### config.mk
export PLATFORM = sky130hd
export DESIGN_NAME = i2c_master_transaction_sequencer
export DESIGN_NICKNAME = d
export VERILOG_FILES = /design/src/sv/i2cms_pkg.sv /design/src/sv/i2c_master_transaction_sequencer.sv /design/src/sv/i2cms_front.sv /design/src/sv/i2cms_step_fifo.sv /design/src/sv/i2cms_back.sv
export SDC_FILE = /design/constraint.sdc
export NUM_CORES = 1
export LEC_CHECK = 0
export ABC_AREA = 1
export BUFFER_PORTS_ARGS = -buffer_cell sky130_fd_sc_hd__buf_2
export CAP_MARGIN = 20
export CORE_UTILIZATION = 60
export DETAILED_ROUTE_END_ITERATION = 10
export GPL_ROUTABILITY_DRIVEN = 1
export GPL_TIMING_DRIVEN = 0
export HOLD_SLACK_MARGIN = 0.06
export PLACE_DENSITY = 0.78
export REMOVE_ABC_BUFFERS = 1
export SLEW_MARGIN = 0
export SYNTH_ARGS = -nofsm -noshare
export SYNTH_HDL_FRONTEND = slang
export SYNTH_SLANG_ARGS = --single-unit
### constraint.sdc
create_clock -name clk -period 11 [get_ports clk]
set_input_delay 2.2 -clock clk [delete_from_list [all_inputs] [get_ports clk]]
set_output_delay 2.2 -clock clk [all_outputs]
set_load 0.05 [all_outputs]
### src/sv/i2cms_pkg.sv
`timescale 1ns / 1ps
// ----------------------------------------------------------------------------
// i2cms_pkg: shared types and codes of the i2c master transaction sequencer
// Holds the operation and bus status codes, the command codes of the result
// stream, and the records passed from the front end to the output stage.
// ----------------------------------------------------------------------------
package i2cms_pkg;

	// default sizing
	localparam int DEF_QUEUE_DEPTH = 8;
	localparam int DEF_MAX_LENGTH  = 255;

	// input operation codes
	localparam logic OP_ENQUEUE = 1'b0;
	localparam logic OP_EVENT   = 1'b1;

	// byte controller status codes
	localparam logic [7:0] ST_START_SENT   = 8'h08;
	localparam logic [7:0] ST_RSTART_SENT  = 8'h10;
	localparam logic [7:0] ST_SLAW_ACK     = 8'h18;
	localparam logic [7:0] ST_SLAW_NACK    = 8'h20;
	localparam logic [7:0] ST_DATA_TX_ACK  = 8'h28;
	localparam logic [7:0] ST_DATA_TX_NACK = 8'h30;
	localparam logic [7:0] ST_ARB_LOST     = 8'h38;
	localparam logic [7:0] ST_SLAR_ACK     = 8'h40;
	localparam logic [7:0] ST_SLAR_NACK    = 8'h48;
	localparam logic [7:0] ST_DATA_RX_ACK  = 8'h50;
	localparam logic [7:0] ST_DATA_RX_NACK = 8'h58;

	// commands carried in the result stream
	typedef enum logic [3:0] {
		ACT_NONE   = 4'd0,
		ACT_ACCEPT = 4'd1,
		ACT_REJECT = 4'd2,
		ACT_START  = 4'd3,
		ACT_ADDR   = 4'd4,
		ACT_TX     = 4'd5,
		ACT_RX     = 4'd6,
		ACT_ACK    = 4'd7,
		ACT_NACK   = 4'd8,
		ACT_STOP   = 4'd9,
		ACT_RSTART = 4'd10,
		ACT_DONE   = 4'd11,
		ACT_IDLE   = 4'd12
	} action_t;

	// one queued transaction
	typedef struct packed {
		logic [6:0] addr;
		logic       rnw;
		logic [7:0] len;
		logic       rep;
		logic [7:0] handle;
	} txn_t;

	// one result of a transaction step
	typedef struct packed {
		action_t    action;
		logic [7:0] bus_byte;
		logic [7:0] handle;
		logic [7:0] index;
		logic [7:0] status;
	} result_t;

	// all results of one input transaction
	typedef struct packed {
		result_t [3:0] res;
		logic [1:0]    n_last;
		logic [3:0]    level;
	} step_t;

	function automatic result_t mk_res(action_t a, logic [7:0] b, logic [7:0] h,
		logic [7:0] idx, logic [7:0] st);
		result_t r;
		r.action   = a;
		r.bus_byte = b;
		r.handle   = h;
		r.index    = idx;
		r.status   = st;
		return r;
	endfunction

endpackage

### src/sv/i2c_master_transaction_sequencer.sv
`timescale 1ns / 1ps
// ----------------------------------------------------------------------------
// i2c_master_transaction_sequencer: queued i2c master transaction stepping
// Queues transactions and turns byte controller status events into commands.
// ----------------------------------------------------------------------------
// Each input transaction (an enqueue or a bus status event) is taken by the
// decoder, which updates the queue and byte count and produces one to four
// commands; the output stage then presents them one per cycle while the
// result side does not stall, the last one flagged. A two-entry step queue
// sits between the two, so new input is taken while earlier commands still
// wait at the output. An input that stores a transaction behind the head, or
// pops to the next one, stalls the input side while the registered read of
// the backing store catches up, so the input rate is one per cycle only
// between such inputs and while the step queue has room, and the sustained
// rate is bounded by the output side at one command per cycle (up to four
// commands for an ending transaction). There is no clearing pass after reset.
module i2c_master_transaction_sequencer import i2cms_pkg::*; #(
	parameter int QUEUE_DEPTH = DEF_QUEUE_DEPTH,
	parameter int MAX_LENGTH  = DEF_MAX_LENGTH
) (
	input  logic       clk,
	input  logic       arst_n,
	input  logic       req_valid,
	output logic       req_stall,
	input  logic       operation,
	input  logic [6:0] device_address,
	input  logic       read_not_write,
	input  logic [7:0] transfer_length,
	input  logic       repeat_start,
	input  logic [7:0] buffer_handle,
	input  logic [7:0] bus_status,
	input  logic [7:0] rx_byte,
	output logic       rsp_valid,
	input  logic       rsp_stall,
	output logic [3:0] action,
	output logic [7:0] bus_byte,
	output logic [7:0] out_handle,
	output logic [7:0] buffer_index,
	output logic [7:0] completion_status,
	output logic [3:0] queue_level,
	output logic       last
);

	logic  push, fifo_full, fifo_valid, pop;
	step_t push_data, pop_data;

	// decoder and transaction queue
	i2cms_front #(
		.QUEUE_DEPTH(QUEUE_DEPTH),
		.MAX_LENGTH (MAX_LENGTH)
	) u_front (
		.clk            (clk),
		.arst_n         (arst_n),
		.req_valid      (req_valid),
		.req_stall      (req_stall),
		.operation      (operation),
		.device_address (device_address),
		.read_not_write (read_not_write),
		.transfer_length(transfer_length),
		.repeat_start   (repeat_start),
		.buffer_handle  (buffer_handle),
		.bus_status     (bus_status),
		.rx_byte        (rx_byte),
		.fifo_full      (fifo_full),
		.push           (push),
		.push_data      (push_data)
	);

	// step record queue
	i2cms_step_fifo u_fifo (
		.clk      (clk),
		.arst_n   (arst_n),
		.push     (push),
		.push_data(push_data),
		.full     (fifo_full),
		.pop      (pop),
		.valid    (fifo_valid),
		.pop_data (pop_data)
	);

	// command serializer
	i2cms_back u_back (
		.clk              (clk),
		.arst_n           (arst_n),
		.step_valid       (fifo_valid),
		.step_data        (pop_data),
		.pop              (pop),
		.rsp_valid        (rsp_valid),
		.rsp_stall        (rsp_stall),
		.action           (action),
		.bus_byte         (bus_byte),
		.out_handle       (out_handle),
		.buffer_index     (buffer_index),
		.completion_status(completion_status),
		.queue_level      (queue_level),
		.last             (last)
	);

endmodule

### src/sv/i2cms_front.sv
`timescale 1ns / 1ps
// ----------------------------------------------------------------------------
// i2cms_front: transaction queue and bus status decoder
// Accepts at most one transaction per cycle, updates the queue and byte count,
// and emits the full list of commands of that transaction as one step record.
// ----------------------------------------------------------------------------
module i2cms_front import i2cms_pkg::*; #(
	parameter int QUEUE_DEPTH = DEF_QUEUE_DEPTH,
	parameter int MAX_LENGTH  = DEF_MAX_LENGTH
) (
	input  logic       clk,
	input  logic       arst_n,
	input  logic       req_valid,
	output logic       req_stall,
	input  logic       operation,
	input  logic [6:0] device_address,
	input  logic       read_not_write,
	input  logic [7:0] transfer_length,
	input  logic       repeat_start,
	input  logic [7:0] buffer_handle,
	input  logic [7:0] bus_status,
	input  logic [7:0] rx_byte,
	input  logic       fifo_full,
	output logic       push,
	output step_t      push_data
);

	localparam int CNT_W = $clog2(QUEUE_DEPTH + 1);
	localparam int PTR_W = (QUEUE_DEPTH > 1) ? $clog2(QUEUE_DEPTH) : 1;
	localparam int LenCap = (MAX_LENGTH > 255) ? 255 : MAX_LENGTH;
	localparam logic [7:0] LEN_CAP = 8'(LenCap);
	localparam logic [CNT_W-1:0] CNT_FULL = CNT_W'(QUEUE_DEPTH);
	localparam logic [PTR_W-1:0] PTR_LAST = PTR_W'(QUEUE_DEPTH - 1);

	logic [CNT_W-1:0] count_q, count_n;
	logic [7:0]       bc_q, bc_n, bc_inc;
	txn_t             head_q, head_new, new_txn, rd_data_q;
	txn_t             mem_q [QUEUE_DEPTH];
	logic [PTR_W-1:0] wr_ptr_q, rd_ptr_q, wr_ptr_inc, rd_ptr_inc;
	logic             stale_q;
	logic             acc;
	logic             head_load, mem_we, rd_adv, fin_c, fin_end_c;
	logic [2:0]       n_c;
	step_t            step_c;

	// stall while the registered store read catches up after a write or pop
	assign req_stall = fifo_full | stale_q;
	assign acc       = req_valid & ~req_stall;
	assign push      = acc;
	assign push_data = step_c;

	// incoming transaction record with length capped
	always_comb begin
		new_txn.addr   = device_address;
		new_txn.rnw    = read_not_write;
		new_txn.len    = (transfer_length > LEN_CAP) ? LEN_CAP : transfer_length;
		new_txn.rep    = repeat_start;
		new_txn.handle = buffer_handle;
	end

	assign wr_ptr_inc = (wr_ptr_q == PTR_LAST) ? '0 : wr_ptr_q + 1'b1;
	assign rd_ptr_inc = (rd_ptr_q == PTR_LAST) ? '0 : rd_ptr_q + 1'b1;
	assign bc_inc     = (bc_q == 8'hFF) ? bc_q : bc_q + 8'd1;

	// decode the transaction into its command list and next state
	always_comb begin
		step_c    = '0;
		n_c       = 3'd0;
		fin_c     = 1'b0;
		fin_end_c = 1'b0;
		count_n   = count_q;
		bc_n      = bc_q;
		head_load = 1'b0;
		head_new  = new_txn;
		mem_we    = 1'b0;
		rd_adv    = 1'b0;
		if (operation == OP_ENQUEUE) begin
			if (count_q == CNT_FULL) begin
				step_c.res[n_c[1:0]] = mk_res(ACT_REJECT, 8'd0, buffer_handle, 8'd0, 8'd0);
				n_c = n_c + 3'd1;
			end else begin
				count_n = count_q + 1'b1;
				step_c.res[n_c[1:0]] = mk_res(ACT_ACCEPT, 8'd0, buffer_handle, 8'd0, 8'd0);
				n_c = n_c + 3'd1;
				if (count_q == '0) begin
					head_load = 1'b1;
					bc_n      = 8'd0;
					step_c.res[n_c[1:0]] = mk_res(ACT_START, 8'd0, buffer_handle, 8'd0, 8'd0);
					n_c = n_c + 3'd1;
				end else begin
					mem_we = 1'b1;
				end
			end
		end else if (count_q == '0) begin
			step_c.res[n_c[1:0]] = mk_res(ACT_NONE, 8'd0, 8'd0, 8'd0, 8'd0);
			n_c = n_c + 3'd1;
		end else begin
			unique case (bus_status)
				ST_START_SENT, ST_RSTART_SENT: begin
					step_c.res[n_c[1:0]] = mk_res(ACT_ADDR, {head_q.addr, head_q.rnw},
						head_q.handle, 8'd0, 8'd0);
					n_c = n_c + 3'd1;
				end
				ST_SLAW_ACK, ST_DATA_TX_ACK: begin
					if (bc_q == head_q.len) begin
						fin_c     = 1'b1;
						fin_end_c = 1'b1;
					end else begin
						step_c.res[n_c[1:0]] = mk_res(ACT_TX, 8'd0, head_q.handle, bc_q, 8'd0);
						n_c  = n_c + 3'd1;
						bc_n = bc_inc;
					end
				end
				ST_SLAW_NACK, ST_DATA_TX_NACK, ST_SLAR_NACK: begin
					fin_c     = 1'b1;
					fin_end_c = 1'b1;
				end
				ST_ARB_LOST: begin
					step_c.res[n_c[1:0]] = mk_res(ACT_START, 8'd0, head_q.handle, 8'd0, 8'd0);
					n_c = n_c + 3'd1;
				end
				ST_SLAR_ACK: begin
					step_c.res[n_c[1:0]] = mk_res(
						({1'b0, head_q.len} <= {1'b0, bc_q} + 9'd1) ? ACT_NACK : ACT_ACK,
						8'd0, head_q.handle, 8'd0, 8'd0);
					n_c = n_c + 3'd1;
				end
				ST_DATA_RX_ACK: begin
					step_c.res[n_c[1:0]] = mk_res(ACT_RX, rx_byte, head_q.handle, bc_q, 8'd0);
					n_c  = n_c + 3'd1;
					bc_n = bc_inc;
					step_c.res[n_c[1:0]] = mk_res(
						({1'b0, head_q.len} == {1'b0, bc_inc} + 9'd1) ? ACT_NACK : ACT_ACK,
						8'd0, head_q.handle, 8'd0, 8'd0);
					n_c = n_c + 3'd1;
				end
				ST_DATA_RX_NACK: begin
					step_c.res[n_c[1:0]] = mk_res(ACT_RX, rx_byte, head_q.handle, bc_q, 8'd0);
					n_c       = n_c + 3'd1;
					fin_c     = 1'b1;
					fin_end_c = 1'b1;
				end
				default: begin
					fin_c = 1'b1;
				end
			endcase
		end
		// ending of the head transaction: optional stop or repeated start, done, then next start or idle
		if (fin_c) begin
			if (fin_end_c) begin
				step_c.res[n_c[1:0]] = mk_res(head_q.rep ? ACT_RSTART : ACT_STOP, 8'd0,
					head_q.handle, 8'd0, 8'd0);
				n_c = n_c + 3'd1;
			end
			step_c.res[n_c[1:0]] = mk_res(ACT_DONE, 8'd0, head_q.handle, 8'd0, bus_status);
			n_c     = n_c + 3'd1;
			count_n = count_q - 1'b1;
			if (count_q > CNT_W'(1)) begin
				head_load = 1'b1;
				head_new  = rd_data_q;
				rd_adv    = 1'b1;
				bc_n      = 8'd0;
				step_c.res[n_c[1:0]] = mk_res(ACT_START, 8'd0, rd_data_q.handle, 8'd0, 8'd0);
				n_c = n_c + 3'd1;
			end else begin
				step_c.res[n_c[1:0]] = mk_res(ACT_IDLE, 8'd0, 8'd0, 8'd0, 8'd0);
				n_c = n_c + 3'd1;
			end
		end
		step_c.n_last = n_c[1:0] - 2'd1;
		step_c.level  = 4'(count_n);
	end

	// control state
	always_ff @(posedge clk or negedge arst_n) begin
		if (!arst_n) begin
			count_q  <= '0;
			bc_q     <= 8'd0;
			wr_ptr_q <= '0;
			rd_ptr_q <= '0;
			stale_q  <= 1'b0;
		end else begin
			stale_q <= acc & (mem_we | rd_adv);
			if (acc) begin
				count_q <= count_n;
				bc_q    <= bc_n;
				if (mem_we) begin
					wr_ptr_q <= wr_ptr_inc;
				end
				if (rd_adv) begin
					rd_ptr_q <= rd_ptr_inc;
				end
			end
		end
	end

	// head transaction register
	always_ff @(posedge clk) begin
		if (acc && head_load) begin
			head_q <= head_new;
		end
	end

	// backing store for the transactions behind the head
	always_ff @(posedge clk) begin
		if (acc && mem_we) begin
			mem_q[wr_ptr_q] <= new_txn;
		end
		rd_data_q <= mem_q[rd_ptr_q];
	end

endmodule

### src/sv/i2cms_step_fifo.sv
`timescale 1ns / 1ps
// ----------------------------------------------------------------------------
// i2cms_step_fifo: two-entry queue of step records
// Decouples the decoder from the output stage so each side stalls on its own.
// ----------------------------------------------------------------------------
module i2cms_step_fifo import i2cms_pkg::*; (
	input  logic  clk,
	input  logic  arst_n,
	input  logic  push,
	input  step_t push_data,
	output logic  full,
	input  logic  pop,
	output logic  valid,
	output step_t pop_data
);

	step_t      slot_q [2];
	logic       wr_ptr_q, rd_ptr_q;
	logic [1:0] cnt_q;

	assign full     = (cnt_q == 2'd2);
	assign valid    = (cnt_q != 2'd0);
	assign pop_data = slot_q[rd_ptr_q];

	// pointers and fill level
	always_ff @(posedge clk or negedge arst_n) begin
		if (!arst_n) begin
			wr_ptr_q <= 1'b0;
			rd_ptr_q <= 1'b0;
			cnt_q    <= 2'd0;
		end else begin
			if (push) begin
				wr_ptr_q <= ~wr_ptr_q;
			end
			if (pop) begin
				rd_ptr_q <= ~rd_ptr_q;
			end
			unique case ({push, pop})
				2'b10:   cnt_q <= cnt_q + 2'd1;
				2'b01:   cnt_q <= cnt_q - 2'd1;
				default: cnt_q <= cnt_q;
			endcase
		end
	end

	// entry storage
	always_ff @(posedge clk) begin
		if (push) begin
			slot_q[wr_ptr_q] <= push_data;
		end
	end

endmodule

### src/sv/i2cms_back.sv
`timescale 1ns / 1ps
// ----------------------------------------------------------------------------
// i2cms_back: result serializer
// Walks the commands of a step record one per cycle, while the result side does not stall, into the output register.
// ----------------------------------------------------------------------------
module i2cms_back import i2cms_pkg::*; (
	input  logic       clk,
	input  logic       arst_n,
	input  logic       step_valid,
	input  step_t      step_data,
	output logic       pop,
	output logic       rsp_valid,
	input  logic       rsp_stall,
	output logic [3:0] action,
	output logic [7:0] bus_byte,
	output logic [7:0] out_handle,
	output logic [7:0] buffer_index,
	output logic [7:0] completion_status,
	output logic [3:0] queue_level,
	output logic       last
);

	logic [1:0] idx_q;
	logic       valid_q;
	result_t    res_q;
	logic [3:0] level_q;
	logic       last_q;
	logic       load, at_last;

	assign load    = step_valid & (~valid_q | ~rsp_stall);
	assign at_last = (idx_q == step_data.n_last);
	assign pop     = load & at_last;

	assign rsp_valid         = valid_q;
	assign action            = res_q.action;
	assign bus_byte          = res_q.bus_byte;
	assign out_handle        = res_q.handle;
	assign buffer_index      = res_q.index;
	assign completion_status = res_q.status;
	assign queue_level       = level_q;
	assign last              = last_q;

	// output valid and result index
	always_ff @(posedge clk or negedge arst_n) begin
		if (!arst_n) begin
			valid_q <= 1'b0;
			idx_q   <= 2'd0;
		end else if (load) begin
			valid_q <= 1'b1;
			idx_q   <= at_last ? 2'd0 : idx_q + 2'd1;
		end else if (!rsp_stall) begin
			valid_q <= 1'b0;
		end
	end

	// output payload
	always_ff @(posedge clk) begin
		if (load) begin
			res_q   <= step_data.res[idx_q];
			level_q <= step_data.level;
			last_q  <= at_last;
		end
	end

endmodule

==> impl_metrics.csv <==
group,metric,value,unit
outcome,outcome,"finished clean",
logic_synthesis,netlist_area,22400,µm²
die,dieArea,38200,µm²
global_routing,grt_start_max_net_pins,103,
setup_path,path_buf_inv,5,
drt,vias_per_cell,5.86,
setup_path,start_kind,"input pin",
power,p_leak,0.00941,µW
die,fp-row-count,70,
job,cap_viol_max_count,0,
cells_and_area,multi_input_area,6450,µm²
timing,fin_skew,33.2,ps
setup_path,slowest_stage,"nor2_4",
global_routing,grt_antenna_before_repair,2,
logic_synthesis,ys.flop_type,"edfxtp_1",
setup_path,endpoint_kind,"flip-flop",
clocking,cts_root_buf,"clkbuf_16",
logic_synthesis,synth_warnings,0,
timing,min_period,5820,ps
clocking,cts_setup_buffers,0,
setup_path,cp_max_fo,39,
cells_and_area,fillers,2596,
logic_synthesis,synth_edf_count,470,
setup_path,timing.critical_path.mode_cell,"buf_8",
placed_design,portBuffers,88,
timing,hold_ws,488,ps
global_routing,grt_pass1_wl,79.1,mm
power,p_sw_share,38.4,%
clocking,clk_pin_slew,60,ps
clocking,clock-sinks,521,
logic_synthesis,yosysUniqueCellTypes,45,
global_routing,first_global_vias,14808,
cells_and_area,nets,2210,
die,core,36700,µm²
drt,drt_wl_total,51.3,mm
clocking,cts_resized,0,
setup_path,slowest_delay,830,ps
timing,setup_viol_count_final,0,
placed_design,finalWeightedCongestion,0.916,
logic_synthesis,ys_ff_latch,521,
power,seqPwrFrac,41.3,%
power,power_density,291,nW/µm²
timing,tightest_slew,1100,ps
clocking,cts_buffers,52,
setup_path,critical_path.cell_chain,"buf_2 > nand2_1 > inv_1 > nand3_1 > buf_8 > nor2_4 > inv_2 > a21oi_2 > buf_8",
power,p_int,4530,µW
timing,slew_viol_final,0,
clocking,clock_path_buffers,3,
global_routing,overflow,0,
placed_design,dp_slack,4050,ps
clocking,hold_buffers,0,
timing,finalWorstSetupSlack,5180,ps
cells_and_area,final_util,68.7,%
logic_synthesis,synth.avg_cell_area,10.9,µm²
clocking,clk_latency,610,ps
timing,fin_setup_tns,0,ps
die,die_w,195,µm
cells_and_area,syn2layout_area_growth,12.5,%
die,start_util,61.1,%
drt,antenna_left,0,
power,comb_power_share,34.6,%
cells_and_area,final_common_cell,"edfxtp_1",
timing,relSlewSlack,26.7,%
setup_path,rrSetupSlack,5910,ps
drt,drc_errors,0,
power,peakVddDrop,0.164,mV
cells_and_area,final-seq-area,15300,µm²
drt,detail_route.wl_per_cell,19.4,µm
timing,fmax,0.172,GHz
logic_synthesis,synth.largest_area_cell,"edfxtp_1",
cells_and_area,final_cell_mix,"edfxtp_1 (470), nor2_1 (422), nand2_1 (305)",
logic_synthesis,ys_seq_area_share,68.1,%
placed_design,hpwl,30.6,mm
die,die_h,195,µm
logic_synthesis,async_flop_share,4.99,%
setup_path,critPathArrivalTime,6110,ps
setup_path,worstSetupPathType,"in2reg",
drt,dr.pass1.iters,6,
cells_and_area,drive_above_1_share,11.3,%
timing,hold_viol_final,0,
setup_path,required,11290,ps
logic_synthesis,syn_inst,2061,
clocking,htree_levels,2,
drt,vias,15524,
logic_synthesis,synth_top_area_share,62.9,%
die,pin_count,89,
power,p_sw,2820,µW
timing,rsz0062_at_grt,"false",
clocking,cts_tree,"built",
setup_path,crit_family,"buffers and inverters",
power,pwr-share-clk,24.1,%
global_routing,grt_usage,27.0,%
drt,first_iter_violations,1490,
logic_synthesis,synth_area_leaders,"edfxtp_1 (63%), nor2_1 (7.2%), o21ai_0 (5.7%)",
worst_hold_path,hp-class,"reg2reg",
timing,period_share,52.9,%
## Yosys cell counts, types with 8 or more instances
cell,count
a21oi_1,16
a31oi_1,45
buf_2,12
buf_4,8
clkbuf_1,74
dfrtp_1,26
dfxtp_1,25
edfxtp_1,470
ha_1,23
inv_1,107
inv_2,11
nand2_1,305
nand3_1,73
nand3b_1,9
nand4_1,8
nor2_1,432
nor2_2,9
o211ai_1,8
o21ai_0,254
o22ai_1,74
## stage by stage
stage          std cells  total power, µW  area, µm²
6_report            2651             7350      25200
5_1_grt             2650             7730      25200
4_1_cts             2649             7360      25200
3_5_place_dp        2554             5590      23500
3_3_place_gp        2542             5480      23100
2_1_floorplan       1986             4750      22100
## path summary, 6_finish.rpt
path	start	end	depth (start not counted)
max	operation	u_front.head_q[2]	9
min	u_back.rsp_valid	u_back.rsp_valid	2
max reg2reg	u_front.bc_q[0]	u_front.head_q[2]	15
min reg2reg	u_back.rsp_valid	u_back.rsp_valid	2
max in group asynchronous	arst_n	u_fifo.rd_ptr_q	1
min in group asynchronous	arst_n	u_front.wr_ptr_q[1]	1
## sequential cells by signal (all words and copies together), names as in the netlist, 4 cells and up
name                      cells
u_back.action                 4
u_back.buffer_index           8
u_back.bus_byte               8
u_back.completion_status      8
u_back.out_handle             8
u_back.queue_level            4
u_fifo.slot_q               204
u_front.bc_q                  8
u_front.count_q               4
u_front.head_q               25
u_front.mem_q               200
u_front.rd_data_q            25
## cell type report
type | count | area share (%)
Antenna cell | 1 | 0.00992
Clock buffer | 66 | 5.49
Clock inverter | 29 | 1.32
Inverter | 123 | 1.89
Multi-Input combinational cell | 1342 | 25.6
Sequential cell | 521 | 60.6
Tap cell | 468 | 2.32
Timing Repair Buffer | 101 | 2.86
## cell families (layout without fill, tap and decap cells)
logic type | after synthesis | count (layout) | synth area share [%]
AND/OR/NAND/NOR | 863 | 863 | 15.9
flip-flops | 521 | 521 | 68.1
AO/OA/AOI/OAI | 418 | 418 | 10.3
buffers and inverters | 223 | 319 | 3.97
adder cells (fa/ha/maj) | 23 | 23 | 1.28
XOR/XNOR | 12 | 12 | 0.469
other | 1 | 27 | 0.0167
## per-layer routing
metal | vias up | GRT usage, % | wire, µm
met5 | - | 0 | 21
met4 | 4 | 11.2 | 1570
met3 | 125 | 4.28 | 3670
met2 | 628 | 44.5 | 24900
met1 | 7414 | 36.1 | 21200
li1 | 7353 | - | -
## worst min-delay path, cell delays in order, from the launching register on
cell     delay, ps
dfrtp_1        340
nand2_1         60
nand2_1         60
## power groups by stage
| stage | Clock [µW] | Combinational [µW] | Sequential, µW |
|---|---|---|---|
| finish | 1770 | 2540 | 3040 |
| global route | 1860 | 2800 | 3080 |
| CTS | 1790 | 2530 | 3040 |
| detailed placement | 0 | 2520 | 3070 |
| global placement | 0 | 2270 | 3210 |
| floorplan | 0 | 1390 | 3370 |
Note: power is estimated with default switching activity, not from simulation.
